File: src/glsk_pkg.sv
// Package for the gateway link session keeper: beat types, packet signatures,
// send kinds and configuration register indexes. No dependencies.
package glsk_pkg;

  localparam logic [31:0] SIG_INIT      = 32'h494E_4954;
  localparam logic [31:0] SIG_DSTR      = 32'h4453_5452;
  localparam logic [15:0] TYPE_POLL     = 16'h7300;
  localparam logic [15:0] TYPE_ACK      = 16'h7200;
  localparam logic [15:0] FLAG_SENT     = TYPE_POLL ^ TYPE_ACK;
  localparam logic [10:0] HEADER_BYTES  = 11'd10;

  localparam logic        OP_PACKET     = 1'b0;
  localparam logic        OP_TICK       = 1'b1;

  localparam logic [1:0]  KIND_NONE     = 2'd0;
  localparam logic [1:0]  KIND_INIT_ACK = 2'd1;
  localparam logic [1:0]  KIND_DSTR_ACK = 2'd2;
  localparam logic [1:0]  KIND_POLL     = 2'd3;

  localparam int          CFG_IDX_W         = 2;
  localparam int          CFG_DATA_W        = 16;
  localparam logic [1:0]  REG_POLL_INTERVAL = 2'd0;
  localparam logic [1:0]  REG_DATA_TIMEOUT  = 2'd1;

  localparam logic [7:0]  POLL_INTERVAL_RST = 8'd15;
  localparam logic [15:0] DATA_TIMEOUT_RST  = 16'd60;

  typedef struct packed {
    logic        op;
    logic [31:0] signature;
    logic [15:0] pkt_type;
    logic [15:0] pkt_number;
    logic [10:0] pkt_length;
    logic [31:0] remote_addr;
    logic [15:0] remote_port;
  } in_beat_t;

  typedef struct packed {
    logic [1:0]  send_kind;
    logic [15:0] send_number;
    logic [31:0] dest_addr;
    logic [15:0] dest_port;
    logic        link_up;
  } out_beat_t;

endpackage

File: src/gateway_link_session_keeper.sv
// Top level of the gateway link session keeper: configuration registers,
// result register and handshakes. Depends on glsk_pkg and glsk_engine.
//
// Usage: the input channel carries either a received packet header or a
// one-second tick (op set). Every accepted beat yields exactly one result
// beat with the send kind, the sequence number to send, the latched peer
// address and port, and the link state.
// The result is registered: a beat accepted at one edge is offered on the output
// channel from the next cycle on. Throughput is one beat per cycle while the
// receiver takes the results; the session state is updated in the same edge that
// accepts the beat, so the next beat sees it at once.
// When the receiver stalls, the result is held in the output register and
// in_ready stays high only if that result is taken in the same cycle.
// Configuration writes take effect at the edge where cfg_we is high and
// should only be made while no beat is in flight.
// Reset clears the clock, both deadlines, the sequence counter and the peer,
// drops the output beat and restores the poll interval to 15 s and the data
// timeout to 60 s.
module gateway_link_session_keeper (
  input  logic                                clk,
  input  logic                                rst_n,
  input  logic                                in_valid,
  output logic                                in_ready,
  input  glsk_pkg::in_beat_t                  in_beat,
  output logic                                out_valid,
  input  logic                                out_ready,
  output glsk_pkg::out_beat_t                 out_beat,
  input  logic                                cfg_we,
  input  logic [glsk_pkg::CFG_IDX_W-1:0]      cfg_index,
  input  logic [glsk_pkg::CFG_DATA_W-1:0]     cfg_wdata
);

  logic [7:0]          poll_interval_r;
  logic [15:0]         data_timeout_r;
  logic                out_valid_r;
  glsk_pkg::out_beat_t out_beat_r;
  glsk_pkg::out_beat_t result;
  logic                step;

  assign in_ready  = !out_valid_r || out_ready;
  assign step      = in_valid && in_ready;
  assign out_valid = out_valid_r;
  assign out_beat  = out_beat_r;

  glsk_engine u_engine (
    .clk           (clk),
    .rst_n         (rst_n),
    .step          (step),
    .in_beat       (in_beat),
    .poll_interval (poll_interval_r),
    .data_timeout  (data_timeout_r),
    .result        (result)
  );

  always_ff @(posedge clk) begin
    if (!rst_n) begin
      poll_interval_r <= glsk_pkg::POLL_INTERVAL_RST;
      data_timeout_r  <= glsk_pkg::DATA_TIMEOUT_RST;
    end else if (cfg_we) begin
      case (cfg_index)
        glsk_pkg::REG_POLL_INTERVAL: poll_interval_r <= cfg_wdata[7:0];
        glsk_pkg::REG_DATA_TIMEOUT:  data_timeout_r  <= cfg_wdata[15:0];
        default: ;
      endcase
    end
  end

  always_ff @(posedge clk) begin
    if (!rst_n) begin
      out_valid_r <= 1'b0;
    end else if (in_ready) begin
      out_valid_r <= in_valid;
    end
  end

  always_ff @(posedge clk) begin
    if (step) begin
      out_beat_r <= result;
    end
  end

  a_accept_gives_result: assert property (@(posedge clk) disable iff (!rst_n)
    step |=> out_valid_r)
    else $error("accepted beat produced no result");

  a_silent_number_zero: assert property (@(posedge clk) disable iff (!rst_n)
    out_valid_r && (out_beat_r.send_kind == glsk_pkg::KIND_NONE)
      |-> (out_beat_r.send_number == 16'd0))
    else $error("nothing sent but send number is nonzero");

  a_tick_no_ack: assert property (@(posedge clk) disable iff (!rst_n)
    step && (in_beat.op == glsk_pkg::OP_TICK)
      |=> (out_beat_r.send_kind == glsk_pkg::KIND_NONE)
       || (out_beat_r.send_kind == glsk_pkg::KIND_POLL))
    else $error("tick produced an acknowledge");

  a_packet_no_poll: assert property (@(posedge clk) disable iff (!rst_n)
    step && (in_beat.op == glsk_pkg::OP_PACKET)
      |=> (out_beat_r.send_kind != glsk_pkg::KIND_POLL))
    else $error("packet header produced a keepalive poll");

endmodule

File: src/glsk_engine.sv
// Session state and per-beat decision logic of the gateway link session keeper.
// Depends on glsk_pkg for beat types, signatures and send kinds.
module glsk_engine (
  input  logic              clk,
  input  logic              rst_n,
  input  logic              step,
  input  glsk_pkg::in_beat_t in_beat,
  input  logic [7:0]        poll_interval,
  input  logic [15:0]       data_timeout,
  output glsk_pkg::out_beat_t result
);

  logic [31:0] clock_r, clock_nxt;
  logic [31:0] poll_dl_r, poll_dl_nxt;
  logic [31:0] data_dl_r, data_dl_nxt;
  logic [15:0] seq_r, seq_nxt;
  logic [31:0] peer_addr_r, peer_addr_nxt;
  logic [15:0] peer_port_r, peer_port_nxt;

  logic [31:0] clock_inc;
  logic        len_ok;
  logic        is_init;
  logic        is_dstr;
  logic        poll_hit;
  logic        link_drop;
  logic        init_hit;
  logic        dstr_sent;
  logic        dstr_ack;
  logic [1:0]  kind;
  logic [15:0] number;

  always_comb begin
    clock_inc = clock_r + 32'd1;
    len_ok    = in_beat.pkt_length >= glsk_pkg::HEADER_BYTES;
    is_init   = len_ok && (in_beat.signature == glsk_pkg::SIG_INIT);
    is_dstr   = len_ok && (in_beat.signature == glsk_pkg::SIG_DSTR);
    poll_hit  = (clock_inc > poll_dl_r) && (clock_inc < data_dl_r);
    link_drop = (clock_inc >= data_dl_r) && (poll_dl_r != 32'd0);
    init_hit  = is_init && (in_beat.pkt_type == glsk_pkg::TYPE_POLL) && (clock_r > poll_dl_r);
    dstr_sent = is_dstr && ((in_beat.pkt_type & glsk_pkg::FLAG_SENT) != 16'd0);
    dstr_ack  = is_dstr && (in_beat.pkt_type == glsk_pkg::TYPE_ACK);

    clock_nxt     = clock_r;
    poll_dl_nxt   = poll_dl_r;
    data_dl_nxt   = data_dl_r;
    seq_nxt       = seq_r;
    peer_addr_nxt = peer_addr_r;
    peer_port_nxt = peer_port_r;
    kind          = glsk_pkg::KIND_NONE;
    number        = 16'd0;

    if (in_beat.op == glsk_pkg::OP_TICK) begin
      clock_nxt = clock_inc;
      if (poll_hit) begin
        kind        = glsk_pkg::KIND_POLL;
        number      = seq_r;
        poll_dl_nxt = clock_inc + {24'd0, poll_interval};
      end
      if (link_drop) begin
        poll_dl_nxt = 32'd0;
      end
    end else begin
      if (init_hit) begin
        peer_addr_nxt = in_beat.remote_addr;
        peer_port_nxt = in_beat.remote_port;
        kind          = glsk_pkg::KIND_INIT_ACK;
        number        = seq_r;
        seq_nxt       = in_beat.pkt_number + 16'd1;
        poll_dl_nxt   = clock_r + {24'd0, poll_interval};
        data_dl_nxt   = clock_r + {16'd0, data_timeout};
      end
      if (dstr_sent) begin
        kind    = glsk_pkg::KIND_DSTR_ACK;
        number  = seq_r;
        seq_nxt = in_beat.pkt_number + 16'd1;
      end
      if (dstr_ack) begin
        data_dl_nxt = clock_r + {16'd0, data_timeout};
      end
    end
  end

  always_comb begin
    result.send_kind   = kind;
    result.send_number = number;
    result.dest_addr   = peer_addr_nxt;
    result.dest_port   = peer_port_nxt;
    result.link_up     = poll_dl_nxt != 32'd0;
  end

  always_ff @(posedge clk) begin
    if (!rst_n) begin
      clock_r     <= 32'd0;
      poll_dl_r   <= 32'd0;
      data_dl_r   <= 32'd0;
      seq_r       <= 16'd0;
      peer_addr_r <= 32'd0;
      peer_port_r <= 16'd0;
    end else if (step) begin
      clock_r     <= clock_nxt;
      poll_dl_r   <= poll_dl_nxt;
      data_dl_r   <= data_dl_nxt;
      seq_r       <= seq_nxt;
      peer_addr_r <= peer_addr_nxt;
      peer_port_r <= peer_port_nxt;
    end
  end

endmodule

File: config.mk
export PLATFORM = sky130hd
export DESIGN_NAME = gateway_link_session_keeper
export DESIGN_NICKNAME = d
export VERILOG_FILES = /design/src/glsk_pkg.sv /design/src/gateway_link_session_keeper.sv /design/src/glsk_engine.sv
export SDC_FILE = /design/constraint.sdc
export NUM_CORES = 1
export LEC_CHECK = 0
export ABC_CLOCK_PERIOD_IN_PS = 6700
export BUFFER_PORTS_ARGS = -buffer_cell sky130_fd_sc_hd__buf_2
export CAP_MARGIN = 20
export CORE_UTILIZATION = 53
export DETAILED_ROUTE_END_ITERATION = 6
export GPL_TIMING_DRIVEN = 0
export PLACE_DENSITY_LB_ADDON = 0.1
export SLEW_MARGIN = 20
export SYNTH_ARGS = -nofsm -noshare
export SYNTH_HDL_FRONTEND = slang
export SYNTH_HIERARCHICAL = 1
export SYNTH_SLANG_ARGS = --single-unit
File: constraint.sdc
create_clock -name clk -period 6.7 [get_ports clk]
set_input_delay 0.335 -clock clk [delete_from_list [all_inputs] [get_ports clk]]
set_output_delay 0.335 -clock clk [all_outputs]
set_load 0.02 [all_outputs]
==> results of run 1 <==
==> what timing repair did <==
item | 4_1_cts | 5_1_grt
setup endpoints to repair | 1 | 1
pin swaps | 0 | 0
resized for setup | 5 | 7
==> final cells by class <==
type	instances	area share
flip-flops and latches	252	0.3012
well taps	390	0.02572
clock inverters	19	0.01451
multi-input cells	1567	0.5190
repair buffers	214	0.05723
inverters	98	0.01939
plain buffers	109	0.02525
clock buffers	32	0.03772
==> flip-flops by register name (all words and copies together), names as in the netlist, 8 cells and up <==
name	count
poll_interval_r	8
out_beat	67
u_engine/data_dl_r	32
data_timeout_r	16
u_engine/peer_addr_r	32
u_engine/poll_dl_r	32
u_engine/peer_port_r	16
u_engine/seq_r	16
u_engine/clock_r	32
==> final timing paths <==
check | from | end | cells past startpoint
worst min register to register | u_engine/data_dl_r[12] | u_engine/data_dl_r[12] | 2
worst min-delay path | cfg_wdata[8] | data_timeout_r[8] | 3
worst max register to register | u_engine/clock_r[1] | out_beat[0] | 21
worst max-delay path | u_engine/clock_r[1] | out_beat[0] | 21
==> power by group <==
group	switching [uW]	internal, uW
sequential	40.7	1630
combinational	299	170
clock	651	1000
==> synthesized netlist by cell type, drive strengths merged, types with 5 or more instances <==
cell type | number | area, sq um
and4 | 17 | 148.9
xor2 | 52 | 455.4
a211oi | 32 | 245.2
nor3 | 87 | 440.4
and3 | 12 | 75.07
a21o | 13 | 97.59
and2 | 28 | 175.2
or4 | 8 | 60.06
inv | 97 | 364.1
a21oi | 128 | 640.6
nand4 | 54 | 350.3
o21ai | 66 | 330.3
nor2b | 16 | 100.1
nand3 | 55 | 292.8
nor3b | 5 | 42.54
nand2 | 291 | 1100
o31ai | 8 | 60.06
dfxtp | 185 | 3704
nor4b | 13 | 128.9
mux2i | 32 | 320.3
a221oi | 10 | 87.58
ha | 130 | 1627
o2111ai | 5 | 43.79
clkbuf | 72 | 270.3
o21a | 9 | 67.56
o211ai | 13 | 97.59
or2 | 11 | 68.82
nor4 | 36 | 231.5
buf | 37 | 206.4
a31oi | 9 | 56.30
nor2 | 256 | 960.9
edfxtp | 67 | 2012
xnor2 | 80 | 708.2
a22oi | 10 | 80.07
nand2b | 8 | 50.05
or3 | 18 | 112.6
==> routing by layer <==
| metal | vias up | routed length (um) | track usage |
|---|---|---|---|
| li1 | 7655 | - | - |
| met1 | 7353 | 23440 | 0.4467 |
| met2 | 656 | 25160 | 0.5755 |
| met3 | 128 | 4061 | 0.04991 |
| met4 | 0 | 2212 | 0.1311 |
| met5 | - | 0 | 0 |
==> critical path, delay by kind of cell (launching register included) <==
| family | cells | cell delay [ps] |
|---|---|---|
| XOR/XNOR | 1 | 360 |
| AND/OR/NAND/NOR | 9 | 2020 |
| AO/OA/AOI/OAI | 6 | 1740 |
| buffers and inverters | 3 | 840 |
| flip-flops | 1 | 560 |
| adder cells (fa/ha/maj) | 2 | 700 |
==> logic make-up after synthesis <==
family	Yosys count	share of synthesized area
AOI/OAI and AO/OA	341	0.1313
and+or+nand+nor	929	0.2736
xor gates and xnor gates	132	0.07117
muxes	32	0.01959
adders and majority gates	133	0.1032
buffers and inverters	207	0.05165
DFF	252	0.3496
==> through the flow <==
step	hold WS [ps]	TNS (ps)
after detailed placement	446.1	-716.0
final	17.92	0
after CTS	8.436	0
after global routing	19.79	0
after floorplan	431.9	0
after global placement	439.0	-721.3
==> flow_summary.yaml, run 1 <==
synthesis:
  synthArstFlopShare: 0
  synth_flop_cell: "dfxtp_1"
  synth-seq-area-share: 0.3496
  netlist_instances: 2026
  syn-num-nets: 2306
  postSynthAreaPerCell_sq_um: 8.070
  synth-edff-count: 67
  yosysWarnings: 6
  synth_cell_types: 83
  syn_area_sq_um: 16350
  synth_seq_cells: 252
routing:
  detail-route-antenna-nets: 0
  wl_per_cell_um: 20.47
  drt_pass1_iterations: 7
  wirelength_mm: 54.88
  vias: 15790
  drt_iter0_markers: 1387
  drcViolationCount: 7
  drt-vias-per-instance: 5.890
clock_network:
  max-clock-path-buffers: 3
  ctsRootBufferMaster: "clkbuf_16"
  cts_tree: "yes"
  clock_sinks: 252
  cts_buffers: 28
  clk_latency_ps: 560
  cts_setup_buffers: 0
  clk_pin_slew_ps: 60
  h-tree-depth: 1
  cts-hold-fix-buffers: 0
place:
  finalWeightedCongestion: 1.031
  io_buffers: 213
  dp_slack_ps: -716.0
  dpl_cell_area_sq_um: 17930
  place_inst: 2630
  dp_hpwl_mm: 43.26
finish:
  num_antenna_cells: 0
  nFillCells: 2659
  fin_nets: 2550
  final_core_util: 0.6318
  layout_common_cells: "290 x nand2_1, 256 x nor2_1, 234 x buf_2"
  stdcell_area_sq_um: 18980
  finalNonFillerCells: 2681
  area_growth_pct: 16.05
  multiInputGateArea_sq_um: 9848
  seq_area_sq_um: 5715
  drive_above_1_share: 0.1427
  final_common_cell: "nand2_1"
global_routing:
  overflow: 0
  grt_pass1_wl_mm: 83.25
  grt_pass1_vias: 14970
  track_usage: 0.3440
  antenna_found_initial: 0
  grt_max_degree: 44
run:
  maxCapViolCount: 0
power_and_ir_drop:
  report.power.total_uw: 3794
  power_density_nw_per_um2: 199.9
  power.static_leakage_uw: 0.008006
  ir_drop_uv: 172.0
floorplanning:
  die_w_um: 177.6
  initial_core_util: 0.5444
  coreArea_sq_um: 30030
  dieArea_sq_um: 31560
  die_height_um: 177.6
  rows: 63
  ios: 216
sta:
  max_freq_mhz: 153.4
  min_period_over_period: 0.9733
  setup_slack_ps: 178.9
  drv_slew: 0
  tightestPinTransition_ps: 1006
  slew_headroom: 0.3197
  skew_ps: 9.502
  hold_viol: 0
  setup_viol: 0
  period_needed_ps: 6521
  rsz0062_at_grt: "false"
worst_setup_path:
  cp_max_fo: 10
  cp_slowest_cell: "dfxtp_1"
  start_kind: "flop"
  slowest_delay_ps: 560
  crit_chain: "ha_1 > and4_1 > nand3_1 > buf_2 > nor3_2 > nand2_1 > xnor2_2 > ha_1 > nand4_1 > nor3_1 > a22oi_1 > nand2_1 > a211oi_2 > o211a_1 > buf_2 > o21ai_1 > clkbuf_1 > a221oi_2 > o2111ai_1 > nor4_2 > nand4_1"
  critical_path_class: "flop to flop"
  cp.arrival_ps: 6800
  r2r_slack_ps: 180
  required_ps: 6980
  cp-end-kind: "flop"
run_status:
  status: "finished with violations"
  violations: "design-rule violations"
min_path:
  hold_class: "input port to flop"
Note: power is estimated with default switching activity, not from simulation.
==> run 2: changes to the inputs <==
--- a/config.mk
+++ b/config.mk
@@ -5,10 +5,12 @@
 export SDC_FILE = /design/constraint.sdc
 export NUM_CORES = 1
 export LEC_CHECK = 0
+export ABC_AREA = 1
 export ABC_CLOCK_PERIOD_IN_PS = 6700
 export BUFFER_PORTS_ARGS = -buffer_cell sky130_fd_sc_hd__buf_2
 export CAP_MARGIN = 20
 export CORE_UTILIZATION = 53
+export CTS_CLUSTER_DIAMETER = 120
 export DETAILED_ROUTE_END_ITERATION = 6
 export GPL_TIMING_DRIVEN = 0
 export PLACE_DENSITY_LB_ADDON = 0.1
==> run 2 against run 1 <==
Effect of this change: the run now ends clean; die area up 8.7%; core utilization down 0.22 points; register-to-register slack better by 960 ps; sequential share of layout area down 2.4 points; hold slack worse by 1.4 ps; critical path depth up 1; non-clock buffer count down 7; critical endpoint unchanged; highest routed layer unchanged.
==> flow_summary.yaml, run 2 <==
sta:
  skew_ps: 13.99
  max_freq_mhz: 179.8
  period_needed_ps: 5562
  setup_viol: 0
  rsz0062_at_grt: "false"
  slew_headroom: 0.2718
  finalSetupTns_ps: 0
  drv_slew: 0
  setup_slack_ps: 1138
  hold_viol: 0
  hold_ws_ps: 16.51
  tightestPinTransition_ps: 1092
  min_period_over_period: 0.8301
global_routing:
  track_usage: 0.3448
  top_usage_layer: "met2"
  grt_pass1_vias: 16570
  met3_usage: 0.03067
  antenna_found_initial: 0
  overflow: 0
  gr-usage-met1: 0.4485
  use_met2: 0.5959
  grt_max_degree: 24
  grt_pass1_wl_mm: 90.03
clock_network:
  h-tree-depth: 1
  cts_buffers: 29
  clk_latency_ps: 570
  clock_sinks: 252
  cts-resized-gates: 0
  ctsRootBufferMaster: "clkbuf_16"
  max-clock-path-buffers: 3
  cts_tree: "yes"
  clk_pin_slew_ps: 60
finish:
  seq_area_sq_um: 5715
  final_core_util: 0.6296
  drive_above_1_share: 0.1345
  area_growth_pct: 16.08
  layout_common_cells: "592 x nand2_1, 414 x inv_1, 238 x nor2_1"
  final_common_cell: "nand2_1"
  multiInputGateArea_sq_um: 10120
  fin_nets: 3173
  finalNonFillerCells: 3358
  largest_reg_flops: 67
  nFillCells: 3112
place:
  place_inst: 3292
  dp_slack_ps: 1340
  finalWeightedCongestion: 0.9984
  dp_hpwl_mm: 47.99
  io_buffers: 213
routing:
  wirelength_mm: 59.85
  detail-route-antenna-nets: 0
  wl_per_cell_um: 17.82
  drcViolationCount: 0
  vias: 18250
  drt-vias-per-instance: 5.436
  drt_iter0_markers: 1546
  drt_pass1_iterations: 6
synthesis:
  synth_top_cell_by_area: "dfxtp_1"
  syn_area_sq_um: 17780
  synth_flop_cell: "dfxtp_1"
  yosysWarnings: 6
  synth_most_common_cell: "nand2_1"
  netlist.area_leader.share: 0.2083
  synth_cell_types: 46
  synth_area_leaders: "dfxtp_1 21%, nand2_1 12%, edfxtp_1 11%"
  netlist_instances: 2634
  syn-num-nets: 2914
  synth_seq_cells: 252
  postSynthAreaPerCell_sq_um: 6.751
  synthTopCellsByCount: "592 x nand2_1, 414 x inv_1, 238 x nor2_1, 236 x a21oi_1, 229 x o21ai_0"
  synth-seq-area-share: 0.3214
  synthArstFlopShare: 0
  synth-edff-count: 67
run_status:
  status: "finished, final reports clean"
worst_setup_path:
  start_kind: "flop"
  cp-end-kind: "flop"
  r2r_slack_ps: 1140
  r2r-start: "u_engine/clock_r[28]"
  timing.rr.end: "out_beat[0]"
  cp_max_fo: 10
  setup.worst_path.end: "out_beat[0]"
  cp.arrival_ps: 6000
  critical_path_class: "flop to flop"
  worst_r2r_path_depth: 22
  setup.worst_path.start: "u_engine/clock_r[28]"
  required_ps: 7140
floorplanning:
  die_height_um: 185.2
  rows: 66
  coreArea_sq_um: 32780
  die_w_um: 185.2
  initial_core_util: 0.5424
  ios: 216
  dieArea_sq_um: 34290
power_and_ir_drop:
  ir_drop_uv: 252.2
  power_density_nw_per_um2: 213.7
  power.static_leakage_uw: 0.01017
run:
  maxCapViolCount: 0
min_path:
  hold_class: "input port to flop"
run 2: cell count changes in the layout (fill, tap and decap cells not counted), moves of 32 or more:
| cell | change |
|---|---|
| nand2_1 | +302 |
| nand3_1 | +101 |
| mux2i_1 | -32 |
| a21oi_1 | +108 |
| inv_1 | +319 |
| nor3_1 | -69 |
| nand2_2 | +34 |
| o21ai_0 | +165 |
| xnor2_1 | -62 |
run 2: repair_timing:
action / CTS / global route
hold buffers: 12 / 0
setup buffers: 0 / 0
endpoints found under the hold margin: 12 / 0
run 2: layout make-up:
cell class	instances	share of cell area
buffer	88	0.01849
timing repair buffer	228	0.06147
multi-input combinational	1874	0.4903
clock inverter	17	0.009699
antenna	1	0.0001212
tap	442	0.02679
inverter	420	0.07638
sequential	252	0.2769
clock buffer	36	0.03989
run 2: worst min-delay path by stage:
stage | cells after the start | end | slack (ps) | start
finish | 3 | data_timeout_r[10] | 20 | cfg_wdata[10]
global route | 3 | data_timeout_r[10] | 10 | cfg_wdata[10]
CTS | 3 | data_timeout_r[10] | 6 | cfg_wdata[10]
detailed placement | 2 | u_engine/seq_r[14] | 450 | u_engine/seq_r[14]
global placement | 2 | u_engine/seq_r[8] | 440 | u_engine/seq_r[8]
floorplan | 1 | u_engine/seq_r[0] | 420 | in_beat[59]
run 2: stage by stage:
step	total power (uW)	area (sq um)
6_report	4411	20640
2_1_floorplan	2389	17780
5_1_grt	4603	20640
4_1_cts	4412	20640
3_3_place_gp	2710	19400
3_5_place_dp	2737	19490
run 2: critical path, stage by stage (launching register included):
cell and delay [ps]:
dfxtp_1 560, inv_1 170, nor4_1 430, nand2_1 230, nor2_1 200, nand2_1 130, xor2_1 460, ha_1 350
a21o_1 180, a21oi_1 160, nand2_1 150, a21oi_1 330, nand3_1 290, a21oi_1 720, buf_2 370, nand3_1 100
nand2_1 120, inv_1 60, nand2_1 70, nor2_1 60, nand2_1 140, nor2_1 70, nand2_1 60
run 2: logic make-up after synthesis:
kind of cell | synth area share
and+or+nand+nor | 0.2810
xor gates and xnor gates | 0.03645
DFF | 0.3214
AOI/OAI and AO/OA | 0.1562
adders and majority gates | 0.09485
buffers and inverters | 0.1101
run 2: routing by layer:
metal,share of wire,vias up
met5,0,-
met1,0.43,8366
met3,0.064,111
li1,-,9062
met2,0.47,714
met4,0.034,0
run 2: where the power goes:
part	internal, uW	total (uW)	switching, uW
sequential	1650	1720	64.8
combinational	338	1020	682
clock	997	1670	677
total	2990	4410	1420
